$ cat src/rtl/i2cmbe_pkg.sv
// ----------------------------------------------------------------------------
// I2C master bit engine package
// Shared types, codes and helpers for the tick-stepped I2C pin sequencer.
// ----------------------------------------------------------------------------
package i2cmbe_pkg;

    localparam int DELAY_BITS = 8;
    localparam int DELAY_CAP  = (1 << DELAY_BITS) - 1;

    localparam int CFG_DATA_W  = 16;
    localparam int CFG_INDEX_W = 3;

    localparam logic [CFG_INDEX_W-1:0] CFG_START_STOP_DELAY = 3'd0;
    localparam logic [CFG_INDEX_W-1:0] CFG_WAIT_ACK_DELAY   = 3'd1;
    localparam logic [CFG_INDEX_W-1:0] CFG_ACK_DELAY        = 3'd2;
    localparam logic [CFG_INDEX_W-1:0] CFG_WRITE_BIT_DELAY  = 3'd3;
    localparam logic [CFG_INDEX_W-1:0] CFG_READ_BIT_DELAY   = 3'd4;
    localparam logic [CFG_INDEX_W-1:0] CFG_ACK_TIMEOUT      = 3'd5;

    localparam logic [7:0]  DELAY_RESET   = 8'd2;
    localparam logic [15:0] TIMEOUT_RESET = 16'd300;

    localparam logic [2:0] OP_TICK     = 3'd0;
    localparam logic [2:0] OP_START    = 3'd1;
    localparam logic [2:0] OP_STOP     = 3'd2;
    localparam logic [2:0] OP_WRITE    = 3'd3;
    localparam logic [2:0] OP_READ     = 3'd4;
    localparam logic [2:0] OP_WAIT_ACK = 3'd5;

    localparam logic [3:0] BITS_PER_BYTE = 4'd8;

    typedef enum logic [14:0] {
        PH_IDLE = 15'b000000000000001,
        PH_ST1  = 15'b000000000000010,
        PH_ST2  = 15'b000000000000100,
        PH_SP1  = 15'b000000000001000,
        PH_SP2  = 15'b000000000010000,
        PH_WA1  = 15'b000000000100000,
        PH_WA2  = 15'b000000001000000,
        PH_POLL = 15'b000000010000000,
        PH_WB1  = 15'b000000100000000,
        PH_WB2  = 15'b000001000000000,
        PH_WB3  = 15'b000010000000000,
        PH_RB1  = 15'b000100000000000,
        PH_RB2  = 15'b001000000000000,
        PH_AK1  = 15'b010000000000000,
        PH_AK2  = 15'b100000000000000
    } phase_t;

    typedef struct packed {
        logic [2:0] operation;
        logic [7:0] tx_byte;
        logic       send_ack;
        logic       sda_sample;
    } in_item_t;

    typedef struct packed {
        logic       scl_level;
        logic       sda_level;
        logic       sda_enable;
        logic       busy_res;
        logic       done_res;
        logic [7:0] rx_byte;
        logic       ack_failed;
    } out_item_t;

    function automatic logic [DELAY_BITS-1:0] sat_delay(input logic [7:0] d);
        logic [15:0] ext;
        ext = {8'd0, d};
        if (ext > 16'(DELAY_CAP)) begin
            return DELAY_BITS'(DELAY_CAP);
        end
        return DELAY_BITS'(ext);
    endfunction

endpackage

$ cat src/rtl/i2c_master_bit_engine_unit.sv
// ----------------------------------------------------------------------------
// I2C master bit engine
// Tick-stepped I2C master that sequences SCL and SDA for start, stop, byte
// write, byte read with acknowledge, and acknowledge polling with timeout.
// ----------------------------------------------------------------------------
// Every input transaction is one time tick, and the block takes one tick per
// clock unless stalled. The sequencer state and the result register are
// updated by a single level of logic at the clock edge that accepts the tick,
// so the result of a tick is offered on the next cycle and a new tick can be
// accepted in the same cycle as long as the result register is empty or being
// taken. Phase lengths, counted in ticks, come from the configuration
// registers, which should only be written while the block is idle.
module i2c_master_bit_engine_unit (
    input  logic                                aclk,
    input  logic                                aresetn,
    input  logic                                cfg_we,
    input  logic [i2cmbe_pkg::CFG_INDEX_W-1:0]  cfg_index,
    input  logic [i2cmbe_pkg::CFG_DATA_W-1:0]   cfg_data,
    input  logic                                s_valid,
    output logic                                s_ready,
    input  i2cmbe_pkg::in_item_t                s_data,
    output logic                                m_valid,
    input  logic                                m_ready,
    output i2cmbe_pkg::out_item_t               m_data
);

    logic [7:0]  start_stop_delay_reg;
    logic [7:0]  wait_ack_delay_reg;
    logic [7:0]  ack_delay_reg;
    logic [7:0]  write_bit_delay_reg;
    logic [7:0]  read_bit_delay_reg;
    logic [15:0] ack_timeout_reg;

    i2cmbe_pkg::phase_t                  phase_reg, phase_next;
    logic [3:0]                          bit_index_reg, bit_index_next;
    logic [7:0]                          shift_reg, shift_next;
    logic [i2cmbe_pkg::DELAY_BITS-1:0]   delay_left_reg, delay_left_next;
    logic [15:0]                         poll_count_reg, poll_count_next;
    logic                                scl_reg, scl_next;
    logic                                sda_reg, sda_next;
    logic                                sda_oe_reg, sda_oe_next;
    logic                                ack_choice_reg, ack_choice_next;
    logic                                fail_flag_reg, fail_flag_next;
    logic [7:0]                          rx_hold_reg, rx_hold_next;
    logic                                done_next;
    logic [3:0]                          bit_inc;
    logic [7:0]                          shift_in;

    logic                                m_valid_reg;
    i2cmbe_pkg::out_item_t               m_data_reg, m_data_next;
    logic                                accept;

    assign s_ready = !m_valid_reg || m_ready;
    assign accept  = s_valid && s_ready;
    assign m_valid = m_valid_reg;
    assign m_data  = m_data_reg;

    assign bit_inc  = bit_index_reg + 4'd1;
    assign shift_in = {shift_reg[6:0], s_data.sda_sample};

    always_ff @(posedge aclk) begin
        if (!aresetn) begin
            start_stop_delay_reg <= i2cmbe_pkg::DELAY_RESET;
            wait_ack_delay_reg   <= i2cmbe_pkg::DELAY_RESET;
            ack_delay_reg        <= i2cmbe_pkg::DELAY_RESET;
            write_bit_delay_reg  <= i2cmbe_pkg::DELAY_RESET;
            read_bit_delay_reg   <= i2cmbe_pkg::DELAY_RESET;
            ack_timeout_reg      <= i2cmbe_pkg::TIMEOUT_RESET;
        end else if (cfg_we) begin
            unique case (cfg_index)
                i2cmbe_pkg::CFG_START_STOP_DELAY: start_stop_delay_reg <= cfg_data[7:0];
                i2cmbe_pkg::CFG_WAIT_ACK_DELAY:   wait_ack_delay_reg   <= cfg_data[7:0];
                i2cmbe_pkg::CFG_ACK_DELAY:        ack_delay_reg        <= cfg_data[7:0];
                i2cmbe_pkg::CFG_WRITE_BIT_DELAY:  write_bit_delay_reg  <= cfg_data[7:0];
                i2cmbe_pkg::CFG_READ_BIT_DELAY:   read_bit_delay_reg   <= cfg_data[7:0];
                i2cmbe_pkg::CFG_ACK_TIMEOUT:      ack_timeout_reg      <= cfg_data;
                default: begin
                end
            endcase
        end
    end

    always_comb begin
        phase_next      = phase_reg;
        bit_index_next  = bit_index_reg;
        shift_next      = shift_reg;
        delay_left_next = delay_left_reg;
        poll_count_next = poll_count_reg;
        scl_next        = scl_reg;
        sda_next        = sda_reg;
        sda_oe_next     = sda_oe_reg;
        ack_choice_next = ack_choice_reg;
        fail_flag_next  = fail_flag_reg;
        rx_hold_next    = rx_hold_reg;
        done_next       = 1'b0;

        if (phase_reg == i2cmbe_pkg::PH_IDLE) begin
            unique case (s_data.operation)
                i2cmbe_pkg::OP_START: begin
                    sda_oe_next     = 1'b1;
                    sda_next        = 1'b1;
                    scl_next        = 1'b1;
                    delay_left_next = i2cmbe_pkg::sat_delay(start_stop_delay_reg);
                    phase_next      = i2cmbe_pkg::PH_ST1;
                end
                i2cmbe_pkg::OP_STOP: begin
                    sda_oe_next     = 1'b1;
                    scl_next        = 1'b0;
                    sda_next        = 1'b0;
                    delay_left_next = i2cmbe_pkg::sat_delay(start_stop_delay_reg);
                    phase_next      = i2cmbe_pkg::PH_SP1;
                end
                i2cmbe_pkg::OP_WRITE: begin
                    sda_oe_next     = 1'b1;
                    scl_next        = 1'b0;
                    bit_index_next  = 4'd0;
                    sda_next        = s_data.tx_byte[7];
                    shift_next      = {s_data.tx_byte[6:0], 1'b0};
                    delay_left_next = i2cmbe_pkg::sat_delay(write_bit_delay_reg);
                    phase_next      = i2cmbe_pkg::PH_WB1;
                end
                i2cmbe_pkg::OP_READ: begin
                    sda_oe_next     = 1'b0;
                    sda_next        = 1'b1;
                    shift_next      = 8'd0;
                    bit_index_next  = 4'd0;
                    ack_choice_next = s_data.send_ack;
                    scl_next        = 1'b0;
                    delay_left_next = i2cmbe_pkg::sat_delay(read_bit_delay_reg);
                    phase_next      = i2cmbe_pkg::PH_RB1;
                end
                i2cmbe_pkg::OP_WAIT_ACK: begin
                    sda_oe_next     = 1'b0;
                    sda_next        = 1'b1;
                    fail_flag_next  = 1'b0;
                    delay_left_next = i2cmbe_pkg::sat_delay(wait_ack_delay_reg);
                    phase_next      = i2cmbe_pkg::PH_WA1;
                end
                default: begin
                end
            endcase
        end else if (delay_left_reg != '0) begin
            delay_left_next = delay_left_reg - 1'b1;
        end else begin
            unique case (phase_reg)
                i2cmbe_pkg::PH_ST1: begin
                    sda_next        = 1'b0;
                    delay_left_next = i2cmbe_pkg::sat_delay(start_stop_delay_reg);
                    phase_next      = i2cmbe_pkg::PH_ST2;
                end
                i2cmbe_pkg::PH_ST2: begin
                    scl_next   = 1'b0;
                    phase_next = i2cmbe_pkg::PH_IDLE;
                    done_next  = 1'b1;
                end
                i2cmbe_pkg::PH_SP1: begin
                    scl_next        = 1'b1;
                    sda_next        = 1'b1;
                    delay_left_next = i2cmbe_pkg::sat_delay(start_stop_delay_reg);
                    phase_next      = i2cmbe_pkg::PH_SP2;
                end
                i2cmbe_pkg::PH_SP2: begin
                    phase_next = i2cmbe_pkg::PH_IDLE;
                    done_next  = 1'b1;
                end
                i2cmbe_pkg::PH_WA1: begin
                    scl_next        = 1'b1;
                    delay_left_next = i2cmbe_pkg::sat_delay(wait_ack_delay_reg);
                    phase_next      = i2cmbe_pkg::PH_WA2;
                end
                i2cmbe_pkg::PH_WA2: begin
                    poll_count_next = 16'd0;
                    phase_next      = i2cmbe_pkg::PH_POLL;
                end
                i2cmbe_pkg::PH_POLL: begin
                    if (!s_data.sda_sample) begin
                        scl_next   = 1'b0;
                        phase_next = i2cmbe_pkg::PH_IDLE;
                        done_next  = 1'b1;
                    end else if ({1'b0, poll_count_reg} + 17'd1 > {1'b0, ack_timeout_reg}) begin
                        fail_flag_next  = 1'b1;
                        sda_oe_next     = 1'b1;
                        scl_next        = 1'b0;
                        sda_next        = 1'b0;
                        delay_left_next = i2cmbe_pkg::sat_delay(start_stop_delay_reg);
                        phase_next      = i2cmbe_pkg::PH_SP1;
                    end else begin
                        poll_count_next = poll_count_reg + 16'd1;
                    end
                end
                i2cmbe_pkg::PH_WB1: begin
                    scl_next        = 1'b1;
                    delay_left_next = i2cmbe_pkg::sat_delay(write_bit_delay_reg);
                    phase_next      = i2cmbe_pkg::PH_WB2;
                end
                i2cmbe_pkg::PH_WB2: begin
                    scl_next        = 1'b0;
                    delay_left_next = i2cmbe_pkg::sat_delay(write_bit_delay_reg);
                    phase_next      = i2cmbe_pkg::PH_WB3;
                end
                i2cmbe_pkg::PH_WB3: begin
                    bit_index_next = bit_inc;
                    if (bit_inc >= i2cmbe_pkg::BITS_PER_BYTE) begin
                        phase_next = i2cmbe_pkg::PH_IDLE;
                        done_next  = 1'b1;
                    end else begin
                        sda_next        = shift_reg[7];
                        shift_next      = {shift_reg[6:0], 1'b0};
                        delay_left_next = i2cmbe_pkg::sat_delay(write_bit_delay_reg);
                        phase_next      = i2cmbe_pkg::PH_WB1;
                    end
                end
                i2cmbe_pkg::PH_RB1: begin
                    scl_next        = 1'b1;
                    delay_left_next = i2cmbe_pkg::sat_delay(read_bit_delay_reg);
                    phase_next      = i2cmbe_pkg::PH_RB2;
                end
                i2cmbe_pkg::PH_RB2: begin
                    shift_next     = shift_in;
                    bit_index_next = bit_inc;
                    scl_next       = 1'b0;
                    if (bit_inc >= i2cmbe_pkg::BITS_PER_BYTE) begin
                        rx_hold_next    = shift_in;
                        sda_oe_next     = 1'b1;
                        sda_next        = !ack_choice_reg;
                        delay_left_next = i2cmbe_pkg::sat_delay(ack_delay_reg);
                        phase_next      = i2cmbe_pkg::PH_AK1;
                    end else begin
                        delay_left_next = i2cmbe_pkg::sat_delay(read_bit_delay_reg);
                        phase_next      = i2cmbe_pkg::PH_RB1;
                    end
                end
                i2cmbe_pkg::PH_AK1: begin
                    scl_next        = 1'b1;
                    delay_left_next = i2cmbe_pkg::sat_delay(ack_delay_reg);
                    phase_next      = i2cmbe_pkg::PH_AK2;
                end
                i2cmbe_pkg::PH_AK2: begin
                    scl_next   = 1'b0;
                    phase_next = i2cmbe_pkg::PH_IDLE;
                    done_next  = 1'b1;
                end
                default: begin
                    phase_next = i2cmbe_pkg::PH_IDLE;
                end
            endcase
        end

        m_data_next.scl_level  = scl_next;
        m_data_next.sda_level  = sda_oe_next ? sda_next : 1'b1;
        m_data_next.sda_enable = sda_oe_next;
        m_data_next.busy_res   = (phase_next != i2cmbe_pkg::PH_IDLE);
        m_data_next.done_res   = done_next;
        m_data_next.rx_byte    = rx_hold_next;
        m_data_next.ack_failed = fail_flag_next;
    end

    always_ff @(posedge aclk) begin
        if (!aresetn) begin
            phase_reg      <= i2cmbe_pkg::PH_IDLE;
            bit_index_reg  <= 4'd0;
            shift_reg      <= 8'd0;
            delay_left_reg <= '0;
            poll_count_reg <= 16'd0;
            scl_reg        <= 1'b1;
            sda_reg        <= 1'b1;
            sda_oe_reg     <= 1'b0;
            ack_choice_reg <= 1'b0;
            fail_flag_reg  <= 1'b0;
            rx_hold_reg    <= 8'd0;
            m_valid_reg    <= 1'b0;
        end else begin
            m_valid_reg <= accept || (m_valid_reg && !m_ready);
            if (accept) begin
                phase_reg      <= phase_next;
                bit_index_reg  <= bit_index_next;
                shift_reg      <= shift_next;
                delay_left_reg <= delay_left_next;
                poll_count_reg <= poll_count_next;
                scl_reg        <= scl_next;
                sda_reg        <= sda_next;
                sda_oe_reg     <= sda_oe_next;
                ack_choice_reg <= ack_choice_next;
                fail_flag_reg  <= fail_flag_next;
                rx_hold_reg    <= rx_hold_next;
            end
        end
    end

    always_ff @(posedge aclk) begin
        if (accept) begin
            m_data_reg <= m_data_next;
        end
    end

    // A transaction that ends a sequence always leaves the sequencer idle.
    a_done_not_busy: assert property (@(posedge aclk) disable iff (!aresetn)
        m_valid_reg && m_data_reg.done_res |-> !m_data_reg.busy_res)
        else $error("done reported while still busy");

    // An acknowledge failure always hands over to the stop sequence.
    a_fail_starts_stop: assert property (@(posedge aclk) disable iff (!aresetn)
        $rose(fail_flag_reg) |-> phase_reg == i2cmbe_pkg::PH_SP1)
        else $error("ack failure without stop sequence");

    // The sequencer must not advance while its result is held back.
    a_stall_holds_state: assert property (@(posedge aclk) disable iff (!aresetn)
        m_valid_reg && !m_ready |=> $stable(phase_reg) && $stable(delay_left_reg))
        else $error("sequencer advanced during output stall");

    // A released SDA line reads as pulled high.
    a_released_sda_high: assert property (@(posedge aclk) disable iff (!aresetn)
        m_valid_reg && !m_data_reg.sda_enable |-> m_data_reg.sda_level)
        else $error("released SDA not shown high");

endmodule

$ cat config.mk
export PLATFORM = sky130hd
export DESIGN_NAME = i2c_master_bit_engine_unit
export DESIGN_NICKNAME = d
export VERILOG_FILES = /design/src/rtl/i2cmbe_pkg.sv /design/src/rtl/i2c_master_bit_engine_unit.sv
export SDC_FILE = /design/constraint.sdc
export NUM_CORES = 1
export LEC_CHECK = 0
export BUFFER_PORTS_ARGS = -buffer_cell sky130_fd_sc_hd__buf_4
export CELL_PAD_IN_SITES_DETAIL_PLACEMENT = 1
export CELL_PAD_IN_SITES_GLOBAL_PLACEMENT = 1
export CORE_MARGIN = 1.5
export CORE_UTILIZATION = 35
export CTS_CLUSTER_DIAMETER = 80
export DETAILED_ROUTE_END_ITERATION = 6
export GPL_TIMING_DRIVEN = 0
export PLACE_DENSITY = 0.62
export SLEW_MARGIN = 15
export SYNTH_ARGS = -nofsm -noshare
export SYNTH_HDL_FRONTEND = slang
export SYNTH_SLANG_ARGS = --single-unit
$ cat constraint.sdc
create_clock -name aclk -period 5.15 [get_ports aclk]
set_clock_uncertainty 0.2 [all_clocks]
set_input_delay 0.515 -clock aclk [delete_from_list [all_inputs] [get_ports aclk]]
set_output_delay 0.515 -clock aclk [all_outputs]
set_load 0.1 [all_outputs]
# Yosys cells after proc, flatten, opt, wreduce, memory -nomap -nowiden
# Index checks and enable logic that the tools add are counted.
[word_totals] in_bits=37 elab_cells=168 reg_bits=135
[op_classes] bitwise_logic=2 eq_ne=36 n_addsub=4 reduce_logical=37 n_mux=62 magnitude_cmp=2
[op_table] operator="case mux 15 bit (11 select lines)" n=1
[op_table] operator="two-way mux 8 bit" n=13
[op_table] operator="case mux 15 bit (5 select lines)" n=1
[op_table] operator="case mux 8 bit (8 select lines)" n=1
[op_table] operator="two-way mux 15 bit" n=4
[op_table] operator="two-way mux 16 bit" n=2
[op_table] operator="case mux 16 bit (2 select lines)" n=1
[op_table] operator="case mux 8 bit (2 select lines)" n=2
[op_table] operator="case mux 8 bit (4 select lines)" n=1
[op_table] operator="two-way mux 1 bit" n=23
[op_table] operator="adder 16 x 1 -> 17 bit, second input constant" n=1
[op_table] operator="greater-than comparator 17 x 16 -> 1 bit" n=1
[op_table] operator="adder 16 x 1 -> 16 bit, second input constant" n=1
[op_table] operator="two-way mux 4 bit" n=4
[op_table] operator="== test 15 x 1 -> 1 bit, second input constant" n=1
[op_table] operator="== test 15 x 10 -> 1 bit, second input constant" n=1
[op_table] operator="== test 15 x 11 -> 1 bit, second input constant" n=1
[op_table] operator="== test 15 x 12 -> 1 bit, second input constant" n=1
[op_table] operator="== test 15 x 13 -> 1 bit, second input constant" n=1
[op_table] operator="== test 15 x 14 -> 1 bit, second input constant" n=1
[op_table] operator="== test 15 bit, second input constant" n=1
[op_table] operator="== test 15 x 2 -> 1 bit, second input constant" n=1
[op_table] operator="== test 15 x 3 -> 1 bit, second input constant" n=1
[op_table] operator="== test 15 x 4 -> 1 bit, second input constant" n=1
[op_table] operator="other kinds (40)" n=77

# Depth between registers and ports, before layout
[depth] ltp_word=8 depth_mapped=14 depth_no_buf=13

# Worst setup path before layout
# Ideal clock, no wire load.
[synth_timing] path_kind="register to register" from="register poll_count_reg[5]" to="register poll_count_reg[10]" required_time_ps=4894 period_less_slack_ps=3705 path_slack_ps=1445 t_arrival_ps=3449 path_stages_with_launch=14 setup_ps=56 path_cell_list="dfxtp_1 nand3_1 nor3_1 nand3_1 xnor2_1 ha_1 nand3_1 or4_1 a31o_2 a21oi_1 nor2_1 a31oi_1 buf_2 a21bo_2"
[synth_between] elab_chain_cells=4 elab_cells_between_ends=8 cone_classes="2 x add/sub; 1 x order compare; 1 x eq/ne; 3 x mux; 1 x reduce/logical"
[synth_lines] item="start: declaration" line_no="i2c_master_bit_engine_unit.sv:38" rtl="logic [15:0] poll_count_reg, poll_count_next;"
[synth_lines] item="start signal: assignment" line_no="i2c_master_bit_engine_unit.sv:279" rtl="poll_count_reg <= poll_count_next;"
[synth_lines] item="adder 16 x 1 -> 17 bit / adder 16 x 1 -> 16 bit (equally long branches)" line_no="i2c_master_bit_engine_unit.sv:180, i2c_master_bit_engine_unit.sv:188"
[synth_lines] item="greater-than comparator 17 x 16 -> 1 bit / two-way mux 16 bit (equally long branches)" line_no="i2c_master_bit_engine_unit.sv:180" rtl="end else if ({1'b0, poll_count_reg} + 17'd1 > {1'b0, ack_timeout_reg}) begin"
[synth_lines] item="inequality test 2 bit (no line) / two-way mux 16 bit (equally long branches)"
[synth_lines] item="AND reduction 6 bit (no line) / case mux 16 bit (2 select lines) (equally long branches)"
# Parallel ways exist; a longest one is shown, timed or not. The select of a mux whose other input is x is not followed.
# A chain may end at the register's enable or synchronous reset.

# Worst setup path in the final report
[layout_timing] from="register poll_count_reg[0]" to="register poll_count_reg[5]"
# The elaborated chain is that of the path after synthesis.

==> flow_metrics.env <==
export IMPL_hold_viol_final=0
export IMPL_clkSinkCount=135
export IMPL_synth_async_reset_ratio=0
export IMPL_synth_compound_area_frac=0.220
export IMPL_syn_to_final_growth_pct=17.2
export IMPL_busiest_layer="met2"
export IMPL_die_y_um=151
export IMPL_crit_family="simple AND/OR/NAND/NOR gates"
export IMPL_syn_inst=981
export IMPL_ys_seq_area_frac=0.369
export IMPL_cp_end_kind="flop"
export IMPL_cpPeakStageDelay_ns=0.74
export IMPL_num_vias=7598
export IMPL_hpwl_um=21000
export IMPL_place_area_mm2=0.00844
export IMPL_setup_violations=0
export IMPL_antenna_found_initial=0
export IMPL_post_route_period_util=0.926
export IMPL_maxCapViolations=0
export IMPL_cts_tree="done"
export IMPL_core_area_mm2=0.0217
export IMPL_synthAdderAreaFrac=0.0325
export IMPL_status="finished, final reports clean"
export IMPL_grt_pass1_wl_um=43400
export IMPL_use_met1=0.343
export IMPL_io_buffers=50
export IMPL_yosysTopAreaCell="dfxtp_1"
export IMPL_grt_pass1_vias=7478
export IMPL_ioPinCount=53
export IMPL_grt_use_met2=0.406
export IMPL_gp_congestion=0.880
export IMPL_relSlewSlack=0.317
export IMPL_ir_worst_vdd_mv=0.286
export IMPL_grt_max_degree=24
export IMPL_use_met3=0.0398
export IMPL_finalCriticalPeriod_ns=4.77
export IMPL_postCtsSetupRepairBufs=0
export IMPL_ys_flop_type="dfxtp_1"
export IMPL_grt_use_total=0.252
export IMPL_synth_nets=1038
export IMPL_stdcell_count=1343
export IMPL_final_area_mm2=0.00904
export IMPL_drt_iter0_drc=430
export IMPL_fmaxAchievable_ghz=0.210
export IMPL_crit_fanout=10
export IMPL_layout_nets=1107
export IMPL_min_path_type="in2reg"
export IMPL_clk_pin_slew_ns=0.07
export IMPL_path_class="reg2reg"
export IMPL_setup_worst_path_start_class="flop"
export IMPL_slew_viol_final=0
export IMPL_critPathRequiredTime_ns=5.33
export IMPL_cp_cell_sequence="ha_1, nand4_1, nor2_1, nand2_1, xnor2_1, ha_1, nand3_1, o221ai_1, a211oi_1, a21oi_1, nor4b_2, buf_2, nand3_1, a21bo_2"
export IMPL_dp_cells=1311
export IMPL_setup_tns_ns=0
export IMPL_cts_path_max_buffers=2
export IMPL_initial_core_util=0.355
export IMPL_dieWidth_um=151
export IMPL_synth_area_leaders="dfxtp_1, nand2_1, a21oi_1, edfxtp_1, ha_1"
export IMPL_yosys_area_share_xor_xnor=0.0239
export IMPL_avgRoutedWirePerCell_um=20.6
export IMPL_crit_arrival_ns=4.94
export IMPL_synth_seq_cells=135
export IMPL_synth_edf_count=14
export IMPL_post_synth_top_area_fraction=0.314
export IMPL_wirelength_um=27700
export IMPL_netlist_top_cells_count="nand2_1, dfxtp_1, a21oi_1"
export IMPL_synthMuxAreaShare=0.0274
export IMPL_rows=54
export IMPL_ctsRootBufferMaster="clkbuf_16"
export IMPL_h_tree_depth=4
export IMPL_drtAntennaViolNets=0
export IMPL_yosysWarnings=0
export IMPL_cts_resized=0
export IMPL_cts_hold_buffers_added=0
export IMPL_antenna_cells=0
export IMPL_drt_pre_antenna_iters=4
export IMPL_path_buf_inv=1
export IMPL_nFillCells=2688
export IMPL_cp_slowest_cell="nor4b_2"
export IMPL_multi_input_area_mm2=0.00451
export IMPL_regArea_mm2=0.00284
export IMPL_rsz0062_at_grt="false"
export IMPL_die_area_mm2=0.0229
export IMPL_worstMarginPinSlew_ns=1.02
export IMPL_power_density_mw_per_mm2=358
export IMPL_avgViaCountPerCell=5.66
export IMPL_yosys_cell_types_count=80
export IMPL_synth_top_family_by_area="simple AND/OR/NAND/NOR gates"
export IMPL_layout_drive_gt1_share=0.124
export IMPL_syn_cell_area_mm2=0.00771
export IMPL_clk_latency_ns=0.43
export IMPL_drc=0
export IMPL_synth_simple_area_share=0.280
export IMPL_power_leakage_nw=3.36
export IMPL_cts_buffers=17
export IMPL_gr_total_overflow=0
export IMPL_syn_area_per_cell_um2=7.86
export IMPL_post_synth_top_count_cell="nand2_1"
==> area by class of cell <==
class | instances | share of cell area
well taps | 280 | 0.0388
inverters | 35 | 0.0145
plain buffers | 56 | 0.0262
clock buffers | 17 | 0.0471
flip-flops and latches | 135 | 0.315
repair buffers | 50 | 0.0415
clock inverters | 15 | 0.0186
multi-input cells | 755 | 0.499
==> cells by family after synthesis <==
family	after synthesis
simple gates	437
compound gates	257
flops	135
buf+inv	91
xor+xnor	21
mux	20
fa+ha+maj	20
==> tightest hold or removal path, stage by stage <==
cell,delay [ns]
buf_4,0.08
nand2_1,0.04
o211ai_1,0.07
==> cell usage in the layout (no fill, tap or decap), drive strengths merged, types with 20 or more instances in the layout <==
cell	netlist	layout
a21oi	106	106
buf	16	65
clkbuf	40	58
dfxtp	121	121
ha	20	20
inv	35	41
nand2	205	205
nand3	50	50
nor2	55	55
nor3	21	21
o21ai	31	31
==> metal layers <==
metal / vias up / share of wire
li1: 3681 / -
met1: 3713 / 0.48
met2: 160 / 0.46
met3: 44 / 0.036
met4: 0 / 0.023
met5: - / 0
==> power breakdown <==
part	total [mW]	leakage, nW	switching [mW]	internal (mW)
registers	1.15	1.11	0.0399	1.11
clock network	1.27	0.291	0.545	0.727
logic	0.815	1.96	0.568	0.247
total	3.23	3.36	1.15	2.08
==> final timing paths <==
path                startpoint  slack [ns]  cells after the start            endpoint
max          poll_count_reg[0]        0.38                     14   poll_count_reg[5]
max reg2reg  poll_count_reg[0]        0.38                     14   poll_count_reg[5]
min reg2reg     rx_hold_reg[1]        0.25                      2      rx_hold_reg[1]
min                cfg_data[8]        0.11                      3  ack_timeout_reg[8]
==> per-stage QoR <==
stage	setup WS (ns)	utilization	hold slack [ns]	power (mW)
detailed placement	0.450	0.389	0.250	1.98
global placement	0.486	0.389	0.241	1.97
CTS	0.387	0.416	0.0991	3.25
finish	0.382	0.417	0.112	3.23
global route	0.0512	0.417	0.112	3.36
floorplan	1.44	-	0.232	1.70
Note: power is estimated with default switching activity, not from simulation.
